$ cat config.mk
export PLATFORM = sky130hd
export DESIGN_NAME = button_pair_debounce_autorepeat_top
export DESIGN_NICKNAME = d
export VERILOG_FILES = /design/src/bpda_pkg.sv /design/src/bpda_div.sv /design/src/bpda_oq.sv /design/src/button_pair_debounce_autorepeat_top.sv
export SDC_FILE = /design/constraint.sdc
export NUM_CORES = 1
export LEC_CHECK = 0
export BUFFER_PORTS_ARGS = -buffer_cell sky130_fd_sc_hd__clkbuf_2
export CORE_UTILIZATION = 34
export DETAILED_ROUTE_END_ITERATION = 7
export PLACE_DENSITY = 0.5
export SYNTH_ARGS = -nofsm -noshare
export SYNTH_HDL_FRONTEND = slang
export SYNTH_SLANG_ARGS = --single-unit
$ cat constraint.sdc
create_clock -name clk -period 10 [get_ports clk]
set_input_delay 0.5 -clock clk [delete_from_list [all_inputs] [get_ports clk]]
set_output_delay 0.5 -clock clk [all_outputs]
set_load 0.02 [all_outputs]
$ cat src/bpda_pkg.sv
// ----------------------------------------------------------------------------
// bpda_pkg: shared types and constants for the button pair debouncer
// Holds the sequencer state type, the register index codes, the result item
// layout and the serial divider status shared by the modules of the block.
// ----------------------------------------------------------------------------
package bpda_pkg;

	// time base and field widths
	localparam int TIME_W   = 32;
	localparam int RATE_W   = 16;
	localparam int FACT_W   = 8;
	localparam int STEP_W   = 9;
	localparam int CFG_IDX_W  = 3;
	localparam int CFG_DATA_W = 16;

	// serial divider: one quotient bit per cycle
	localparam int DIV_STEPS = RATE_W;
	localparam int DIV_CNT_W = $clog2(DIV_STEPS + 1);

	// output queue
	localparam int OQ_DEPTH  = 4;
	localparam int OQ_PTR_W  = $clog2(OQ_DEPTH);
	localparam int OQ_CNT_W  = $clog2(OQ_DEPTH + 1);
	localparam int MAX_ITEMS = 3;

	// hold time thresholds for acceleration, in ms
	localparam logic [TIME_W-1:0] HOLD_1S = TIME_W'(1000);
	localparam logic [TIME_W-1:0] HOLD_2S = TIME_W'(2000);
	localparam logic [TIME_W-1:0] HOLD_3S = TIME_W'(3000);
	localparam logic [TIME_W-1:0] HOLD_4S = TIME_W'(4000);

	localparam logic signed [STEP_W-1:0] STEP_UP = 9'sd1;
	localparam logic signed [STEP_W-1:0] STEP_DN = -9'sd1;

	// register index codes
	typedef enum logic [CFG_IDX_W-1:0] {
		CFG_BLOCK_EN  = 3'd0,
		CFG_REPORT_EN = 3'd1,
		CFG_DEBOUNCE  = 3'd2,
		CFG_DELAY     = 3'd3,
		CFG_RATE      = 3'd4,
		CFG_ACCEL_EN  = 3'd5,
		CFG_ACCEL_MAX = 3'd6
	} cfg_idx_t;

	// tick sequencer
	typedef enum logic [2:0] {
		ST_IDLE,
		ST_UP,
		ST_DOWN,
		ST_HOLD,
		ST_FACTOR,
		ST_DIV,
		ST_REP,
		ST_FINISH
	} state_t;

	// one result item
	typedef struct packed {
		logic signed [STEP_W-1:0] step;
		logic                     last;
	} result_t;

	// divider status back to the sequencer
	typedef struct packed {
		logic              done;
		logic [RATE_W-1:0] quot;
	} div_res_t;

endpackage

$ cat src/bpda_div.sv
// ----------------------------------------------------------------------------
// bpda_div: bit-serial restoring divider
// Divides the 16-bit repeat rate by the 8-bit acceleration factor, one
// quotient bit per cycle. done pulses in the cycle after the last step.
// ----------------------------------------------------------------------------
module bpda_div (
	input  logic                           clk,
	input  logic                           arst_n,
	input  logic                           start,
	input  logic [bpda_pkg::RATE_W-1:0]    dividend,
	input  logic [bpda_pkg::FACT_W-1:0]    divisor,
	output bpda_pkg::div_res_t             res
);
	import bpda_pkg::*;

	logic                 busy_q;
	logic                 done_q;
	logic [DIV_CNT_W-1:0] cnt_q;
	logic [FACT_W-1:0]    rem_q;
	logic [FACT_W-1:0]    dvs_q;
	logic [RATE_W-1:0]    quo_q;

	logic [FACT_W:0]      trial;
	logic                 fits;
	logic [FACT_W:0]      diff;

	// trial subtraction of one digit
	assign trial = {rem_q, quo_q[RATE_W-1]};
	assign fits  = trial >= {1'b0, dvs_q};
	assign diff  = trial - {1'b0, dvs_q};

	always_ff @(posedge clk or negedge arst_n) begin
		if (!arst_n) begin
			busy_q <= 1'b0;
			done_q <= 1'b0;
			cnt_q  <= '0;
			rem_q  <= '0;
			dvs_q  <= '0;
			quo_q  <= '0;
		end else begin
			done_q <= busy_q && (cnt_q == DIV_CNT_W'(1));
			if (start) begin
				busy_q <= 1'b1;
				cnt_q  <= DIV_CNT_W'(DIV_STEPS);
				rem_q  <= '0;
				dvs_q  <= divisor;
				quo_q  <= dividend;
			end else if (busy_q) begin
				// dividend bits shift out the top, quotient bits shift in below
				rem_q <= fits ? diff[FACT_W-1:0] : trial[FACT_W-1:0];
				quo_q <= {quo_q[RATE_W-2:0], fits};
				cnt_q <= cnt_q - DIV_CNT_W'(1);
				if (cnt_q == DIV_CNT_W'(1)) begin
					busy_q <= 1'b0;
				end
			end
		end
	end

	assign res.done = done_q;
	assign res.quot = quo_q;

endmodule

$ cat src/bpda_oq.sv
// ----------------------------------------------------------------------------
// bpda_oq: result item queue
// Small FIFO between the tick sequencer and the output channel, so that a
// new tick can be taken while earlier items wait to be delivered.
// ----------------------------------------------------------------------------
module bpda_oq (
	input  logic                 clk,
	input  logic                 arst_n,
	input  logic                 push,
	input  bpda_pkg::result_t    push_data,
	input  logic                 pop,
	output logic                 head_valid,
	output bpda_pkg::result_t    head_data,
	output logic                 room
);
	import bpda_pkg::*;

	result_t               mem_q [OQ_DEPTH];
	logic [OQ_PTR_W-1:0]   wr_ptr_q;
	logic [OQ_PTR_W-1:0]   rd_ptr_q;
	logic [OQ_CNT_W-1:0]   cnt_q;
	logic                  do_pop;

	assign do_pop = pop && (cnt_q != '0);

	// storage, no reset needed
	always_ff @(posedge clk) begin
		if (push) begin
			mem_q[wr_ptr_q] <= push_data;
		end
	end

	// pointers and fill count
	always_ff @(posedge clk or negedge arst_n) begin
		if (!arst_n) begin
			wr_ptr_q <= '0;
			rd_ptr_q <= '0;
			cnt_q    <= '0;
		end else begin
			if (push) begin
				wr_ptr_q <= wr_ptr_q + OQ_PTR_W'(1);
			end
			if (do_pop) begin
				rd_ptr_q <= rd_ptr_q + OQ_PTR_W'(1);
			end
			case ({push, do_pop})
				2'b10:   cnt_q <= cnt_q + OQ_CNT_W'(1);
				2'b01:   cnt_q <= cnt_q - OQ_CNT_W'(1);
				default: cnt_q <= cnt_q;
			endcase
		end
	end

	assign head_valid = cnt_q != '0;
	assign head_data  = mem_q[rd_ptr_q];
	// space for every item one tick can make
	assign room       = cnt_q <= OQ_CNT_W'(OQ_DEPTH - MAX_ITEMS);

endmodule

$ cat src/button_pair_debounce_autorepeat_top.sv
// ----------------------------------------------------------------------------
// button_pair_debounce_autorepeat_top: up/down button debounce and repeat
// Takes one item per millisecond tick with the sampled active-low up and down
// levels and gives zero to three signed step items per tick.
// ----------------------------------------------------------------------------
// A tick goes from the idle state through the up, down and hold states to the
// finish state when no repeat check is due, straight to finish when the block
// is disabled, and also through the factor, divide and repeat states when a
// button has been held past the repeat delay: the repeat interval comes from a
// bit-serial divider that produces one quotient bit per cycle. Result items go
// into a 4-entry queue and are delivered while the next tick is processed; a
// tick is taken only when the queue has room for three items. Configuration
// writes are always ready and must be issued while the block is idle.
module button_pair_debounce_autorepeat_top (
	input  logic                                 clk,
	input  logic                                 arst_n,
	// tick input
	input  logic                                 in_valid,
	output logic                                 in_stall,
	input  logic                                 up_level,
	input  logic                                 down_level,
	// result output
	output logic                                 out_valid,
	input  logic                                 out_stall,
	output logic signed [bpda_pkg::STEP_W-1:0]   step_value,
	output logic                                 last_of_tick,
	// register writes
	input  logic                                 cfg_valid,
	output logic                                 cfg_ready,
	input  logic [bpda_pkg::CFG_IDX_W-1:0]       cfg_index,
	input  logic [bpda_pkg::CFG_DATA_W-1:0]      cfg_data
);
	import bpda_pkg::*;

	// configuration
	logic              block_en_q;
	logic              report_en_q;
	logic [15:0]       debounce_q;
	logic [15:0]       delay_q;
	logic [RATE_W-1:0] rate_q;
	logic              accel_en_q;
	logic [FACT_W-1:0] accel_max_q;

	// button state
	logic [TIME_W-1:0] now_q;
	logic              seen_up_q;
	logic              seen_down_q;
	logic [TIME_W-1:0] up_chg_q;
	logic [TIME_W-1:0] down_chg_q;
	logic              up_held_q;
	logic              down_held_q;
	logic [TIME_W-1:0] hold_start_q;
	logic [TIME_W-1:0] repeat_time_q;

	// tick work registers
	state_t            state_q;
	state_t            state_d;
	logic              up_q;
	logic              down_q;
	logic [TIME_W-1:0] hold_q;
	logic [FACT_W-1:0] factor_q;
	logic              pend_valid_q;
	logic signed [STEP_W-1:0] pend_step_q;

	// combinational control
	logic              in_acc;
	logic              cfg_acc;
	logic              is_dn;
	logic              btn_lvl;
	logic              btn_seen;
	logic [TIME_W-1:0] btn_chg_time;
	logic              btn_held;
	logic              btn_chg;
	logic              chg_ok;
	logic              press;
	logic              release_c;
	logic [TIME_W-1:0] hold_diff;
	logic              rep_due;
	logic [FACT_W-1:0] factor_c;
	logic              rep_ok;
	logic              emit_en;
	logic signed [STEP_W-1:0] emit_step;
	logic signed [STEP_W-1:0] rep_step;
	logic              push;
	result_t           push_data;
	logic              div_start;
	div_res_t          div_res;
	logic              oq_room;
	result_t           head;

	assign cfg_ready = 1'b1;
	assign cfg_acc   = cfg_valid && cfg_ready;
	assign in_stall  = !((state_q == ST_IDLE) && oq_room);
	assign in_acc    = in_valid && !in_stall;

	// button under test in the up and down states
	assign is_dn        = state_q == ST_DOWN;
	assign btn_lvl      = is_dn ? down_q : up_q;
	assign btn_seen     = is_dn ? seen_down_q : seen_up_q;
	assign btn_chg_time = is_dn ? down_chg_q : up_chg_q;
	assign btn_held     = is_dn ? down_held_q : up_held_q;
	assign btn_chg      = ((state_q == ST_UP) || is_dn) && (btn_lvl != btn_seen);
	assign chg_ok       = btn_chg && ((now_q - btn_chg_time) >= {16'b0, debounce_q});
	assign press        = chg_ok && !btn_lvl && !btn_held;
	assign release_c    = chg_ok && btn_lvl && btn_held;

	// repeat gate
	assign hold_diff = now_q - hold_start_q;
	assign rep_due   = (up_held_q || down_held_q) && report_en_q &&
	                   (hold_diff >= {16'b0, delay_q});

	// acceleration factor from the registered hold time
	always_comb begin
		if (!accel_en_q) begin
			factor_c = FACT_W'(1);
		end else if (hold_q < HOLD_1S) begin
			factor_c = FACT_W'(1);
		end else if (hold_q < HOLD_2S) begin
			factor_c = FACT_W'(2);
		end else if (hold_q < HOLD_3S) begin
			factor_c = FACT_W'(3);
		end else if (hold_q < HOLD_4S) begin
			factor_c = FACT_W'(4);
		end else if (accel_max_q == '0) begin
			factor_c = FACT_W'(1);
		end else begin
			factor_c = accel_max_q;
		end
	end

	assign rep_ok   = (now_q - repeat_time_q) >= {16'b0, div_res.quot};
	assign rep_step = up_held_q ? $signed({1'b0, factor_q}) : -$signed({1'b0, factor_q});

	// next state
	always_comb begin
		state_d = state_q;
		case (state_q)
			ST_IDLE: begin
				if (in_acc) begin
					state_d = block_en_q ? ST_UP : ST_FINISH;
				end
			end
			ST_UP:     state_d = ST_DOWN;
			ST_DOWN:   state_d = ST_HOLD;
			ST_HOLD:   state_d = rep_due ? ST_FACTOR : ST_FINISH;
			ST_FACTOR: state_d = ST_DIV;
			ST_DIV: begin
				if (div_res.done) begin
					state_d = ST_REP;
				end
			end
			ST_REP:    state_d = ST_FINISH;
			ST_FINISH: state_d = ST_IDLE;
			default:   state_d = ST_IDLE;
		endcase
	end

	// outputs of the sequencer: emitted steps, queue pushes, divider start
	always_comb begin
		emit_en   = 1'b0;
		emit_step = STEP_UP;
		div_start = 1'b0;
		case (state_q)
			ST_UP: begin
				emit_en   = press && report_en_q;
				emit_step = STEP_UP;
			end
			ST_DOWN: begin
				emit_en   = press && report_en_q;
				emit_step = STEP_DN;
			end
			ST_FACTOR: div_start = 1'b1;
			ST_REP: begin
				emit_en   = rep_ok;
				emit_step = rep_step;
			end
			default: ;
		endcase
		// a held step goes out once the next one, or the tick end, is known
		push           = pend_valid_q && (emit_en || (state_q == ST_FINISH));
		push_data.step = pend_step_q;
		push_data.last = state_q == ST_FINISH;
	end

	// sequencer and datapath registers
	always_ff @(posedge clk or negedge arst_n) begin
		if (!arst_n) begin
			state_q       <= ST_IDLE;
			block_en_q    <= 1'b1;
			report_en_q   <= 1'b1;
			debounce_q    <= 16'd50;
			delay_q       <= 16'd500;
			rate_q        <= RATE_W'(100);
			accel_en_q    <= 1'b0;
			accel_max_q   <= FACT_W'(8);
			now_q         <= '0;
			seen_up_q     <= 1'b1;
			seen_down_q   <= 1'b1;
			up_chg_q      <= '0;
			down_chg_q    <= '0;
			up_held_q     <= 1'b0;
			down_held_q   <= 1'b0;
			hold_start_q  <= '0;
			repeat_time_q <= '0;
			up_q          <= 1'b1;
			down_q        <= 1'b1;
			hold_q        <= '0;
			factor_q      <= FACT_W'(1);
			pend_valid_q  <= 1'b0;
			pend_step_q   <= '0;
		end else begin
			state_q <= state_d;

			// register writes
			if (cfg_acc) begin
				case (cfg_idx_t'(cfg_index))
					CFG_BLOCK_EN:  block_en_q  <= cfg_data[0];
					CFG_REPORT_EN: report_en_q <= cfg_data[0];
					CFG_DEBOUNCE:  debounce_q  <= cfg_data;
					CFG_DELAY:     delay_q     <= cfg_data;
					CFG_RATE:      rate_q      <= cfg_data;
					CFG_ACCEL_EN:  accel_en_q  <= cfg_data[0];
					CFG_ACCEL_MAX: accel_max_q <= cfg_data[FACT_W-1:0];
					default: ;
				endcase
			end

			case (state_q)
				ST_IDLE: begin
					if (in_acc) begin
						up_q   <= up_level;
						down_q <= down_level;
					end
				end
				ST_UP: begin
					if (btn_chg) begin
						seen_up_q <= up_q;
					end
					if (chg_ok) begin
						up_chg_q <= now_q;
					end
					if (press) begin
						up_held_q     <= 1'b1;
						hold_start_q  <= now_q;
						repeat_time_q <= now_q;
					end else if (release_c) begin
						up_held_q    <= 1'b0;
						hold_start_q <= '0;
					end
				end
				ST_DOWN: begin
					if (btn_chg) begin
						seen_down_q <= down_q;
					end
					if (chg_ok) begin
						down_chg_q <= now_q;
					end
					if (press) begin
						down_held_q   <= 1'b1;
						hold_start_q  <= now_q;
						repeat_time_q <= now_q;
					end else if (release_c) begin
						down_held_q  <= 1'b0;
						hold_start_q <= '0;
					end
				end
				ST_HOLD:   hold_q   <= hold_diff;
				ST_FACTOR: factor_q <= factor_c;
				ST_REP: begin
					if (rep_ok) begin
						repeat_time_q <= now_q;
					end
				end
				ST_FINISH: now_q <= now_q + TIME_W'(1);
				default: ;
			endcase

			// one-deep hold of the newest step of the tick
			if (emit_en) begin
				pend_valid_q <= 1'b1;
				pend_step_q  <= emit_step;
			end else if (state_q == ST_FINISH) begin
				pend_valid_q <= 1'b0;
			end
		end
	end

	bpda_div u_div (
		.clk      (clk),
		.arst_n   (arst_n),
		.start    (div_start),
		.dividend (rate_q),
		.divisor  (factor_c),
		.res      (div_res)
	);

	bpda_oq u_oq (
		.clk        (clk),
		.arst_n     (arst_n),
		.push       (push),
		.push_data  (push_data),
		.pop        (!out_stall),
		.head_valid (out_valid),
		.head_data  (head),
		.room       (oq_room)
	);

	assign step_value   = head.step;
	assign last_of_tick = head.last;

endmodule
* Yosys cells after proc, flatten, opt, wreduce, memory -nomap -nowiden *
Memories as Yosys holds them, arrays and structs flattened.
Index checks and enable logic that the tools add are counted.

storage, ports and cells
  register bits after elaboration = 324
  memory bits (writable) = 40
  bits of input ports = 26
  logic and storage cells = 163
  memories kept = 1

cells by class
  $add $sub $neg = 11
  order comparisons = 9
  equal/unequal tests = 21
  muxes and demuxes = 41
  reduce and logical (&&, ||, !) cells = 48

memories
  name        words  width  read ports  clocked after memory_dff  write ports  line           source
  u_oq.mem_q  4      10     1           0                         1            bpda_oq.sv:18  result_t mem_q [OQ_DEPTH];

operators with widths
  cell                                                          count
  two-way mux 32 bit                                            5
  >= comparator 32 x 16 -> 1 bit                                3
  subtractor 32 bit                                             3
  two-way mux 8 bit                                             9
  less-than comparator 32 x 12 -> 1 bit, second input constant  2
  case mux 32 bit (2 select lines)                              1
  adder 32 x 1 -> 32 bit, second input constant                 1
  less-than comparator 32 x 10 -> 1 bit, second input constant  1
  less-than comparator 32 x 11 -> 1 bit, second input constant  1
  two-way mux 16 bit                                            2
  AND reduction 2 bit                                           16
  case mux 3 bit (8 select lines)                               1
  equality test 3 bit, second input constant                    7
  case mux 9 bit (2 select lines)                               1
  logical AND 1 bit                                             14
  two-way mux 1 bit                                             13
  equality test 3 x 2 -> 1 bit, second input constant           4
  two-way mux 5 bit                                             2
  nonzero test 2 bit                                            5
  >= comparator 9 x 8 -> 1 bit                                  1
  two-way mux 3 bit                                             3
  two-way mux 9 bit                                             1
  negator 8 -> 9 bit                                            1
  zero test 8 bit                                               1
  22 further kinds                                              32

* Longest topological paths before layout *
Gate-level depths: netlist (run 1).

  depth in word-level cells = 13
  depth in mapped cells = 28
  mapped depth without buffers = 27

* Hierarchy *
From an unflattened synthesis (run 1), not the netlist that was laid out.

unflattened totals
  cells, all modules = 2345
  area total of the unflattened synthesis = 23127.2 um2

by module, submodules not included
  module                               times used  cells each  area an instance (um2)  sequential area each (um2)
  button_pair_debounce_autorepeat_top  1           2031        19083.3                 6906.6
  bpda_div                             1           220         2152.1                  975.9
  bpda_oq                              1           94          1891.8                  1376.3

* Least setup slack after synthesis (run 1) *
OpenSTA, ideal clock, no wires.

  path kind = register -> register
  start point = register state_q[0]
  end point = register u_oq.cnt_q[2]
  arrival time = 6.442 ns
  data required time = 9.878 ns
  setup slack = 3.436 ns
  cell stages (with the launch flop) = 26
  clock period less this slack = 6.564 ns
  cells stage by stage = dfrtp_1 -> nor3b_1 -> clkbuf_1 -> clkbuf_1 -> mux2i_1 -> ha_1 -> nand4_1 -> or3_1 -> a21oi_1 -> a211o_1 -> xor2_1 -> ha_1 -> nand3_1 -> nor2_1 -> a22o_1 -> or4_1 -> a2111oi_0 -> nand4_1 -> or4_4 -> nor4_4 -> a311oi_2 -> o31ai_4 -> ha_1 -> mux2i_1 -> nor2_1 -> xnor2_1

on the way
  longest elaborated chain between the ends = 13
  elaborated cells on any way between the ends = 27
  those cells by class = 1 x add/sub; 1 x order compare; 7 x eq/ne; 6 x mux; 12 x reduce/logical

RTL lines
  what                                                                          line                                                                                    source
  start: declaration                                                            button_pair_debounce_autorepeat_top.sv:56                                               state_t state_q;
  start signal: assignment                                                      button_pair_debounce_autorepeat_top.sv:212                                              state_q <= state_d;
  equality test 3 x 2 -> 1 bit                                                  button_pair_debounce_autorepeat_top.sv:97, button_pair_debounce_autorepeat_top.sv:163
  two-way mux 32 bit, or another cell as far along                              button_pair_debounce_autorepeat_top.sv:100                                              assign btn_chg_time = is_dn ? down_chg_q : up_chg_q;
  subtractor 32 bit / inequality test 1 bit (equally long branches)             button_pair_debounce_autorepeat_top.sv:103, button_pair_debounce_autorepeat_top.sv:102
  >= comparator 32 x 16 -> 1 bit / logical AND 1 bit (equally long branches)    button_pair_debounce_autorepeat_top.sv:103, button_pair_debounce_autorepeat_top.sv:102
  logical AND 1 bit                                                             button_pair_debounce_autorepeat_top.sv:103                                              assign chg_ok = btn_chg && ((now_q - btn_chg_time) >= {16'b0, debounce_q});
  logical AND 1 bit (2 in series)                                               button_pair_debounce_autorepeat_top.sv:104                                              assign press = chg_ok && !btn_lvl && !btn_held;
  logical AND 1 bit                                                             button_pair_debounce_autorepeat_top.sv:165, button_pair_debounce_autorepeat_top.sv:169
  case mux 1 bit (2 select lines)                                               button_pair_debounce_autorepeat_top.sv:163                                              case (state_q)
  logical OR 1 bit *                                                            button_pair_debounce_autorepeat_top.sv:180                                              push = pend_valid_q && (emit_en || (state_q == ST_FINISH));
  logical AND 1 bit *                                                           button_pair_debounce_autorepeat_top.sv:180
  equality test 2 x 1 -> 1 bit / equality test 2 bit (equally long branches)    bpda_oq.sv:46                                                                           case ({push, do_pop})
  case mux 3 bit (2 select lines) / nonzero test 2 bit (equally long branches)  --
  end signal: assignment                                                        bpda_oq.sv:47                                                                           2'b10: cnt_q <= cnt_q + OQ_CNT_W'(1);
  end signal: assignment                                                        bpda_oq.sv:48                                                                           2'b01: cnt_q <= cnt_q - OQ_CNT_W'(1);
  end signal: assignment                                                        bpda_oq.sv:49                                                                           default: cnt_q <= cnt_q;
  end: declaration                                                              bpda_oq.sv:21                                                                           logic [OQ_CNT_W-1:0] cnt_q;

Mark *: on every way between the ends. The rest lies on a longest branch, timed or not.
A chain may end at the register's enable or synchronous reset.

* Worst setup path in the final report (run 1) *
  start point = register state_q[2]
  end point = register repeat_time_q[0]

on the way
  longest elaborated chain between the ends = 9
  elaborated cells on any way between the ends = 23
  those cells by class = 1 x add/sub; 1 x order compare; 6 x eq/ne; 5 x mux; 10 x reduce/logical

RTL lines
  what                                                                        line                                                                                    source
  equality test 3 x 2 -> 1 bit                                                button_pair_debounce_autorepeat_top.sv:97, button_pair_debounce_autorepeat_top.sv:228
  two-way mux 32 bit, or another cell as far along                            button_pair_debounce_autorepeat_top.sv:100
  subtractor 32 bit / inequality test 1 bit (equally long branches)           button_pair_debounce_autorepeat_top.sv:103, button_pair_debounce_autorepeat_top.sv:102
  >= comparator 32 x 16 -> 1 bit / logical AND 1 bit (equally long branches)  button_pair_debounce_autorepeat_top.sv:103, button_pair_debounce_autorepeat_top.sv:102
  logical AND 1 bit                                                           button_pair_debounce_autorepeat_top.sv:103
  logical AND 1 bit (2 in series)                                             button_pair_debounce_autorepeat_top.sv:104
  inequality test 2 x 1 -> 1 bit (no line)                                    --
  AND reduction 3 bit (no line)                                               --
  end signal: assignment                                                      button_pair_debounce_autorepeat_top.sv:245                                              repeat_time_q <= now_q;
  end signal: assignment                                                      button_pair_debounce_autorepeat_top.sv:261                                              repeat_time_q <= now_q;
  end signal: assignment                                                      button_pair_debounce_autorepeat_top.sv:271                                              repeat_time_q <= now_q;
  end: declaration                                                            button_pair_debounce_autorepeat_top.sv:53                                               logic [TIME_W-1:0] repeat_time_q;

Several ways; a longest one is shown, not always the timed one.

==> results of run 1 <==
[stage by stage]
| step | util, % | std cells | cell area, um^2 | power [uW] | hold slack [ps] |
|---|---|---|---|---|---|
| finish | 38.5 | 3060 | 24300 | 7400 | -32.1 |
| detailed placement | 36.3 | 2982 | 22900 | 5920 | 469 |
| floorplan | - | 2155 | 21800 | 4840 | 204 |
| global route | 38.5 | 3060 | 24300 | 7990 | 55.3 |
| CTS | 38.5 | 3060 | 24300 | 7490 | 49.9 |
| global placement | 36.3 | 2982 | 22900 | 5860 | 460 |
[path summary, 6_finish.rpt]
| check | from | end | slack (ps) | cells past startpoint |
|---|---|---|---|---|
| setup / recovery | state_q[2] | repeat_time_q[0] | 2100 | 23 |
| hold / removal | arst_n | u_oq.rd_ptr_q[0] | -30 | 1 |
| setup reg to reg | state_q[2] | repeat_time_q[0] | 2100 | 23 |
| hold reg to reg | rate_q[12] | u_div.quo_q[12] | 480 | 2 |
| max in group asynchronous | arst_n | delay_q[1] | 7860 | 3 |
| min in group clk | up_level | up_q | 190 | 2 |
[routing by layer]
metal / routed length [um] / share of wire (%) / vias up
li1: - / - / 7860
met1: 27500 / 46 / 8090
met2: 27900 / 47 / 349
met3: 2270 / 3.8 / 91
met4: 1910 / 3.2 / 0
met5: 0 / 0 / -
[cell families (layout without fill, tap and decap cells)]
logic type	after synthesis	after routing
xor+xnor	123	123
simple gates	506	506
fa+ha+maj	166	166
compound gates	523	523
flops	354	354
buf+inv	243	302
mux	239	239
other cells	1	1
[area by class of cell]
| cell class | count | area, um^2 |
|---|---|---|
| Multi-Input combinational cell | 1558 | 11800 |
| Fill cell | 6250 | 38900 |
| Clock inverter | 6 | 63.8 |
| Tap cell | 846 | 1060 |
| Timing Repair Buffer | 67 | 420 |
| Inverter | 157 | 589 |
| Sequential cell | 354 | 9080 |
| Clock buffer | 72 | 1320 |
[power by group through the flow]
stage	Combinational [uW]	Clock (uW)	Sequential, uW
after detailed placement	3810	0	2110
after global placement	3760	0	2100
final	3800	1520	2080
after CTS	3830	1570	2090
after floorplan	2880	0	1970
after global routing	4230	1630	2130
[flip-flops by register name, summed over array words and instances (netlist names), 3 cells and up]
name and flops:
u_oq.mem_q 40, down_chg_q 32, hold_start_q 32, now_q 32, repeat_time_q 32, up_chg_q 32, hold_q 29, debounce_q 16
delay_q 16, rate_q 16, u_div.quo_q 16, pend_step_q 9, accel_max_q 8, factor_q 8, u_div.rem_q 8, u_div.cnt_q 5
state_q 3, u_oq.cnt_q 3
[placed cells by master, fill, tap and decap left out, drive strengths merged, types with 29 or more instances in the layout]
cell | netlist | layout
mux2i | 59 | 59
buf | 21 | 31
a21o | 42 | 42
xor2 | 42 | 42
edfxtp | 40 | 40
a22o | 36 | 36
dfrtp | 294 | 294
mux2 | 170 | 170
inv | 157 | 157
ha | 162 | 162
a21oi | 147 | 147
clkbuf | 65 | 108
nor3 | 29 | 29
nand3 | 42 | 42
nor2 | 109 | 109
o21ai | 125 | 125
xnor2 | 81 | 81
nand4 | 29 | 29
nand2 | 178 | 178
==> results.md, run 1 <==
* PortBufs at 37
* Synth top cells by count: dfrtp_1, nand2_1, ha_1
* Worst path slowest cell: nor2_4
* Flop pwr share at 28.1%
* Setup Buffers After CTS at 0
* GRT met3 Usage at 2.38%
* Gr busiest metal: met2
* Chip height at 255 um
* Switch share at 41.3%
* Grt met2 use at 30.7%
* Drt first pass iters at 5
* Xor/xnor share of the synthesized area at 4.94%
* Max cap viols at 0
* Largest net degree at the start of global routing at 122
* Yosys reg bits at between 300 and 400
* Post-synth ARST share at 88.7%
* Setup TNS at 0 ps
* Sequential fraction of the synthesis area at 41.7%
* Buf+Inv Stages, Crit Path at 2
* CTS tree: done
* Data arrival, critical path at 8330 ps
* CTS sink count at between 300 and 400
* Final period util at 79.0%
* Crit. End Element: flop
* Dominant cell by count in the synthesized netlist: dfrtp_1
* Max_slew headroom at 21.0%
* WL per Instance at 19.5 um
* Post-CTS Resized at 0
* GRT Overall Usage at 18.5%
* # DRC at 0
* Synth Area in Simple Gates at 11.2%
* Clk_lat worst skew at 570 ps
* Synth warn at 0
* Yosys top cell area share at roughly 34%
* Post-DRT Antenna Nets at 0
* Netlist cell types at 81
* Layout cells sized above 1 at 14.3%
* Ports at 39
* Layout area overhead at 11.6%
* CTS max path bufs at 3
* Crit-path leading delay family: simple AND/OR/NAND/NOR gates
* Hold crit path type: in2async
* Setup Skew at 19.4 ps
* Worst VDD drop at about 0.14 mV
* Synth Area in Adders at 9.67%
* # diodes at 0
* Post-synth EDFFs at 40
* First-pass GRT wire length at 93500 um
* FP Rows at between 90 and 100
* DIE AREA at 65100 um^2
* Core area at 63200 um^2
* Failing checks: negative hold slack
* Pint at 4350 uW
* Number of nets produced by synthesis at between 2000 and 2500
* Total number of vias at approximately 16000
* Synthesized area per cell at roughly 10 um^2
* Main combinational cell family by area after synthesis: compound AO/OA/AOI/OAI gates
* Worst-path cell chain: nor3b_2 -> buf_4 -> mux2_2 -> ha_1 -> inv_1 -> fa_1 -> a211oi_1 -> o21ai_1 -> o21ai_0 -> nand2_1 -> xor2_1 -> ha_1 -> o21ai_0 -> nor2_1 -> a22o_1 -> or4_1 -> a2111oi_0 -> nand4_1 -> or4_4 -> nor4_4 -> a31oi_4 -> nor2_4 -> mux2_2
* Ys flop type: dfrtp_1
* Tightest Pin Transition at 1170 ps
* GR Util met1 at 24.6%
* Final number of setup-violating endpoints at 0
* Pwr per Cell Area at 304 nW/um^2
* Minimum clock period at ~7900 ps
* RSZ-0062 raised after global routing: false
* Final hold violation count at 5
* Clock H-tree levels at 2
* Static Leak at approximately 0.011 uW
* Startpoint types: flop
* Nets@finish at between 2000 and 2500
* Root Buffer: clkbuf_16
* Post-route setup slack at 2100 ps
* Die width at around 260 um
* Max Clock Freq at around 130 MHz
* Multiplexer share of the synthesized area at 12.5%
* Vias in the first global route at 16344
* Placer congestion estimate at between 0.8 and 0.9
* Mapped cell area at approximately 22000 um^2
* CP max FO at 37
* 1st-iter DRT viols at 1168
* Logic pwr share at 51.3%
* Hold-fix buffers, CTS at 0
* CP Class: reg2reg
* DP HPWL at between 40000 and 50000 um
* Clock slew at reported path FFs at around 60 ps
* Place WS at between 2000 and 2500 ps
* Clock share of power at 20.5%
* NetSw at a little over 3000 uW
* CP peak stage delay at roughly 940 ps
* Critical Path RT at roughly 10000 ps
* Final WL at 59600 um
* Yosys top cell by area: dfrtp_1
* Total gr overflow at 0
* Syn Inst Count at 2155
* Initial Util at 34.5%
* Initial antenna violation count at 1
* Compound-Gate Fraction of Synth Area at 15.6%
* Most area-consuming cells after synthesis: dfrtp_1, ha_1, mux2_2, edfxtp_1, a21oi_1
* Hold Slack at -32.1 ps
* Status: complete, but fails checks
* Via density at 5.36
* CTS buffer count at 43
* Final Max Tran Viols at 0
(Power assumes the default switching activity.)
==> run 2, diff against run 1 <==
- ABC_AREA: unset -> 1
- PLACE_DENSITY: 0.5 -> 0.52
- clock period: 10 -> 6.5 ns (I/O delays scaled with it)
==> results.md, run 2 <==
* Synth top cells by count: nand2_1, inv_1, dfrtp_1
* Clk_lat worst skew at 580 ps (about the same)
* Setup Skew at 18.8 ps (-0.577 ps)
* Core area at 66300 um^2 (+5.0%)
* Final WL at 65700 um (+10%)
* GRT Overall Usage at 19.6% (+1.0 points)
* Via density at 4.79 (-11%)
* Cells after DPL at 3988 (+34%)
* Netlist cell types at 56 (-31%)
* DP HPWL at 52300 um (+17%)
* CP max FO at 45 (+22%)
* Minimum clock period at 5600 ps (-2290 ps)
* Cell mode on critical path: nand2_1
* Most area-consuming cells after synthesis: dfrtp_1, nand2_1, ha_1, inv_1, edfxtp_1
* Final hold violation count at 0 (-5)
* CTS tree: done
* Filler Cells Inserted at 7048 (+13%)
* Mapped cell area at 23000 um^2 (+5.5%)
* CTS max path bufs at 3 (unchanged)
* Chip height at 262 um (+2.7%)
* Total number of vias at 19500 (+19%)
* Synth warn at 0 (unchanged)
* Drt first pass iters at 5 (unchanged)
* Critical Path RT at 6960 ps (-3480 ps)
* Initial Util at 34.7% (+0.18 points)
* 1st-iter DRT viols at 1302 (+11%)
* Status: completed
* Reg2Reg Depth at 30 (+30%)
* CP Class: reg2reg
* Ports at 39 (unchanged)
* Hold Slack at 60.5 ps (+92.6 ps)
* WL per Instance at 16.2 um (-17%)
* Final Max Tran Viols at 0 (unchanged)
* Yosys top cell by area: dfrtp_1
* PortBufs at 37 (unchanged)
* Layout area overhead at 11.2%
* Static Leak at 0.0137 uW (+21%)
* Max_slew headroom at 33.9% (+13 points)
* Post-synth EDFFs at 40 (unchanged)
* Max Clock Freq at 179 MHz (+41%)
* Place WS at 858 ps (-1210 ps)
* Root Buffer: clkbuf_16
* Commonest non-fill, non-tap cells in the layout: nand2_1, inv_1, dfrtp_1
* Post-DRT Antenna Nets at 0 (unchanged)
* Ys flop type: dfrtp_1
* Worst VDD drop at 0.202 mV (+42%)
* Crit. End Element: flop
* R2R setup slack at 900 ps (-1210 ps)
* Number of nets produced by synthesis at 3318 (+41%)
* Crit Reg-Reg Endpoint: u_oq.cnt_q[2]
* First-pass GRT wire length at 105000 um (+12%)
* R2R Path Start: state_q[2]
* Initial antenna violation count at 0 (-1)
* Vias in the first global route at 18889 (+16%)
* Max FFs per register at 40 (unchanged)
* Setup TNS at 0 ps (unchanged)
* Post-route setup slack at 899 ps (-1210 ps)
* Nets@finish at 3363 (+42%)
* Total gr overflow at 0 (unchanged)
* Tightest Pin Transition at 989 ps (-183 ps)
* Post-CTS Resized at 0 (unchanged)
* Clock H-tree levels at 2 (unchanged)
* Setup crit start: state_q[2]
* Synthesized area per cell at 7.36 um^2 (-27%)
* Most flop-heavy register: u_oq.mem_q
* Yosys reg bits at 354 (unchanged)
* Cell Count, Final, Fillers Out at 4068 (+33%)
* Max cap viols at 0 (unchanged)
* CP peak stage delay at 590 ps (-350 ps)
* Die width at 262 um (+2.7%)
* Post-synth ARST share at 88.7% (unchanged)
* Largest net degree at the start of global routing at 113 (-7.4%)
* CTS sink count at 354 (unchanged)
* DIE AREA at 68700 um^2 (+5.5%)
* Clock slew at reported path FFs at 60 ps (about the same)
* Hold worst-path end: delay_q[8]
* Final period util at 86.2% (+7.2 points)
* CTS buffer count at 42 (-2.3%)
* # diodes at 0 (unchanged)
* Data arrival, critical path at 6060 ps (-2270 ps)
* Layout Utilization at 38.6% (+0.063 points)
* Startpoint types: flop
* Worst Hold Launch: cfg_data[8]
* Sequential fraction of the synthesis area at 39.5% (-2.2 points)
* Hold depth at 3
* Worst path slowest cell: dfrtp_1
* Pwr per Cell Area at 204 nW/um^2 (-33%)
* # DRC at 0 (unchanged)
* Dominant cell by count in the synthesized netlist: nand2_1
* Hold crit path type: in2reg
* Layout cells sized above 1 at 6.09% (-8.2 points)
* Commonest non-fill, non-tap cell in the layout: nand2_1
* Syn Inst Count at 3126 (+45%)
* FP Rows at 94 (+2.2%)
* Yosys top cell area share at 32.0% (-1.8 points)
* Placer congestion estimate at 0.927 (+6.8%)
* RSZ-0062 raised after global routing: false
* Final number of setup-violating endpoints at 0 (unchanged)
run 2: changes by cell type after synthesis, moves of 70 or more:
cell,previous run,this run
o21ai_0,121,228
mux2_2,138,1
xnor2_1,81,11
inv_1,157,513
nand2_1,178,888
nor2_1,107,264
run 2: cell families after synthesis:
family	share of synthesized area, %
AO/OA/AOI/OAI	12.4
XOR/XNOR	3.69
buffers and inverters	9.92
multiplexers	0.0490
AND/OR/NAND/NOR	25.2
other	0.0163
flip-flops	39.5
adder cells (fa/ha/maj)	9.16
run 2: worst max-delay path by stage:
stage | to | slack [ps]
finish | u_oq.cnt_q[2] | 900
global route | repeat_time_q[31] | 100
CTS | repeat_time_q[31] | 830
detailed placement | repeat_time_q[31] | 860
global placement | u_oq.cnt_q[2] | 940
floorplan | u_oq.cnt_q[2] | 1680
run 2: final cells by class:
cell class	instances	area [um^2]	area share (%)
multi-input combinational	2183	11600	45.5
sequential	354	9080	35.5
inverter	521	1960	7.65
clock buffer	59	1150	4.51
tap	864	1080	4.23
timing repair buffer	69	455	1.78
clock inverter	18	208	0.812
run 2: repair_timing:
| action | CTS | global route |
|---|---|---|
| hold buffers | 3 | 0 |
| setup buffers | 0 | 0 |
| endpoints found under the setup margin | 0 | 0 |
| hold endpoints to repair | 92 | 0 |
run 2: stage by stage:
step,instance area (um^2),power (uW)
3_5_place_dp,24200,2930
4_1_cts,25600,5300
6_report,25600,5220
2_1_floorplan,23000,2730
3_3_place_gp,24200,2930
5_1_grt,25600,5450
run 2: worst max-delay path, delay by kind of cell, from the launching register on:
kind / cells / cell delay [ps]
AND/OR/NAND/NOR: 16 / 2020
buffers and inverters: 5 / 1040
adder cells (fa/ha/maj): 3 / 940
flip-flops: 1 / 590
AO/OA/AOI/OAI: 4 / 580
XOR/XNOR: 2 / 300
run 2: power by group:
group | internal (uW) | total, uW | switching [uW]
clock network | 1370 | 2340 | 971
logic | 152 | 473 | 321
registers | 2330 | 2400 | 69.8
run 2: per-layer routing:
metal	global-route usage [%]	part of all wire [%]
met5	0	0
met3	1.96	3.2
met1	27.3	49
met2	31.6	45
met4	6.47	3.1
==> run 3, diff against run 2 <==
- CELL_PAD_IN_SITES_DETAIL_PLACEMENT: unset -> 0
- CELL_PAD_IN_SITES_GLOBAL_PLACEMENT: unset -> 1
- PLACE_DENSITY: 0.52 -> 0.65
==> results.md, run 3 (synthesis gave the netlist of run 2 again) <==
* Status: completed
* Cell mode on critical path: nand2_1
* CTS buffer count at 43 (+2.4%)
* Setup Buffers After CTS at 0 (unchanged)
* Hold depth at 3 (unchanged)
* Pwr per Cell Area at 213 nW/um^2 (+4.5%)
* Max_slew headroom at 17.3% (-17 points)
* CP peak stage delay at 730 ps (+140 ps)
* Max FFs per register at 40 (unchanged)
* # diodes at 0 (unchanged)
* Final WL at 70500 um (+7.3%)
* Total chip power at 5500 uW (+5.3%)
* Initial antenna violation count at 0 (unchanged)
* Layout Utilization at 38.8% (+0.28 points)
* # DRC at 0 (unchanged)
* Post-route setup slack at 582 ps (-317 ps)
* Area taken by multi-input logic gates at 11600 um^2 (about the same)
* Critical Path RT at 6720 ps (-240 ps)
* Via density at 4.87 (+1.5%)
* Max Clock Freq at 169 MHz (-5.4%)
* R2R Path Start: state_q[2]
* DP HPWL at 56200 um (+7.4%)
* Clk_lat worst skew at 610 ps (+30 ps)
* Layout cells sized above 1 at 6.29% (+0.21 points)
* PortBufs at 37 (unchanged)
* Ports at 39 (unchanged)
* First-pass GRT wire length at 110000 um (+5.0%)
* Worst VDD drop at 0.179 mV (-12%)
* Chip height at 262 um (unchanged)
* CP Class: reg2reg
* Hold crit path type: in2reg
* Layout area overhead at 12.0%
* Total number of vias at 19820 (+1.6%)
* Cell Count, Final, Fillers Out at 4073 (+0.12%)
* Reg2Reg Depth at 29 (-3.3%)
* GRT Overall Usage at 20.8% (+1.3 points)
* FP Rows at 94 (unchanged)
* Root Buffer: clkbuf_16
* Commonest non-fill, non-tap cells in the layout: nand2_1, inv_1, dfrtp_1
* Clock slew at reported path FFs at 60 ps (about the same)
* CTS tree: done
* DIE AREA at 68700 um^2 (unchanged)
* Cells after DPL at 3991 (+0.075%)
* Static Leak at 0.0138 uW (+0.69%)
* Post-DRT Antenna Nets at 0 (unchanged)
* Total gr overflow at 0 (unchanged)
* Clock H-tree levels at 2 (unchanged)
* R2R setup slack at 580 ps (-320 ps)
* RSZ-0062 raised after global routing: false
* CTS max path bufs at 3 (unchanged)
* Crit Reg-Reg Endpoint: u_oq.mem_q[1][4]
* 1st-iter DRT viols at 1305 (+0.23%)
* CP max FO at 34 (-24%)
* Drt first pass iters at 5 (unchanged)
* Initial Util at 34.7% (unchanged)
* Most flop-heavy register: u_oq.mem_q
* Filler Cells Inserted at 7058 (+0.14%)
* Commonest non-fill, non-tap cell in the layout: nand2_1
* Max cap viols at 0 (unchanged)
* Minimum clock period at 5920 ps (+317 ps)
* Final hold violation count at 0 (unchanged)
* Largest net degree at the start of global routing at 148 (+31%)
* Final Max Tran Viols at 0 (unchanged)
* Worst path slowest cell: nor2_1
* Setup TNS at 0 ps (unchanged)
* CTS sink count at 354 (unchanged)
* Final number of setup-violating endpoints at 0 (unchanged)
* Worst Hold Launch: out_stall
* Tightest Pin Transition at 1240 ps (+251 ps)
* Startpoint types: flop
* Final period util at 91.0% (+4.9 points)
* Crit. End Element: flop
* Core area at 66300 um^2 (unchanged)
* Die width at 262 um (unchanged)
* Hold worst-path end: u_oq.rd_ptr_q[0]
* Placer congestion estimate at 0.882 (-4.9%)
* Vias in the first global route at 19436 (+2.9%)
* Setup Skew at 36.5 ps (+17.7 ps)
* WL per Instance at 17.3 um (+7.2%)
* FF/Latch Area at 9080 um^2 (unchanged)
* Nets@finish at 3367 (+0.12%)
* Place WS at 567 ps (-291 ps)
* Data arrival, critical path at 6130 ps (+70 ps)
-- run 3: changes by cell type in the layout (fill, tap and decap cells not counted), sizes merged --
cell,before,now
clkbuf,95,94
bufinv,3,7
buf,30,33
inv,520,521
clkinv,15,13
-- run 3: report_power, final --
part	internal, uW	total (uW)	switching [uW]
Sequential	2330	2420	83.8
Clock	1580	2620	1040
Combinational	148	464	316
-- run 3: per-stage QoR --
stage / area (um^2) / hold WS [ps]
floorplan: 23000 / 29.4
CTS: 25800 / 5.76
finish: 25800 / 38.6
detailed placement: 24200 / 432
global placement: 24200 / 442
global route: 25800 / 35.4
-- run 3: final cells by class --
cell class                 instances  share of cell area (%)
timing repair buffer              72                    1.85
inverter                         521                    7.59
multi-input combinational       2183                    45.2
clock buffer                      58                    4.59
sequential                       354                    35.3
tap                              864                    4.20
clock inverter                    21                    1.35
-- run 3: worst max path at each step --
stage | start | end | slack, ps
2_1_floorplan | state_q[1] | u_oq.cnt_q[2] | 1680
3_3_place_gp | state_q[2] | u_oq.mem_q[1][8] | 670
3_5_place_dp | state_q[2] | u_oq.mem_q[2][8] | 570
4_1_cts | state_q[2] | u_oq.mem_q[2][8] | 560
5_1_grt | state_q[2] | u_oq.mem_q[3][4] | 80
6_report | state_q[2] | u_oq.mem_q[1][4] | 580
-- run 3: worst max-delay path: cells and delay by family, from the launching register on --
family,cells,cell delay (ps)
xor gates and xnor gates,1,180
DFF,1,330
adders and majority gates,3,1000
buffers and inverters,3,490
and+or+nand+nor,20,3250
AOI/OAI and AO/OA,2,290
-- run 3: repair_timing --
item                                   4_1_cts  5_1_grt
hold buffers                                 3        0
gates resized for setup                      0        0
endpoints found under the hold margin       99        0
setup endpoints to repair                    0        0
-- run 3: routing by layer --
layer / track usage (%) / vias up / part of all wire (%)
met5: 0 / - / 0
met4: 5.22 / 0 / 2.2
met3: 2.89 / 79 / 4.1
met2: 34.2 / 315 / 46
met1: 28.8 / 9322 / 48
li1: - / 10104 / -
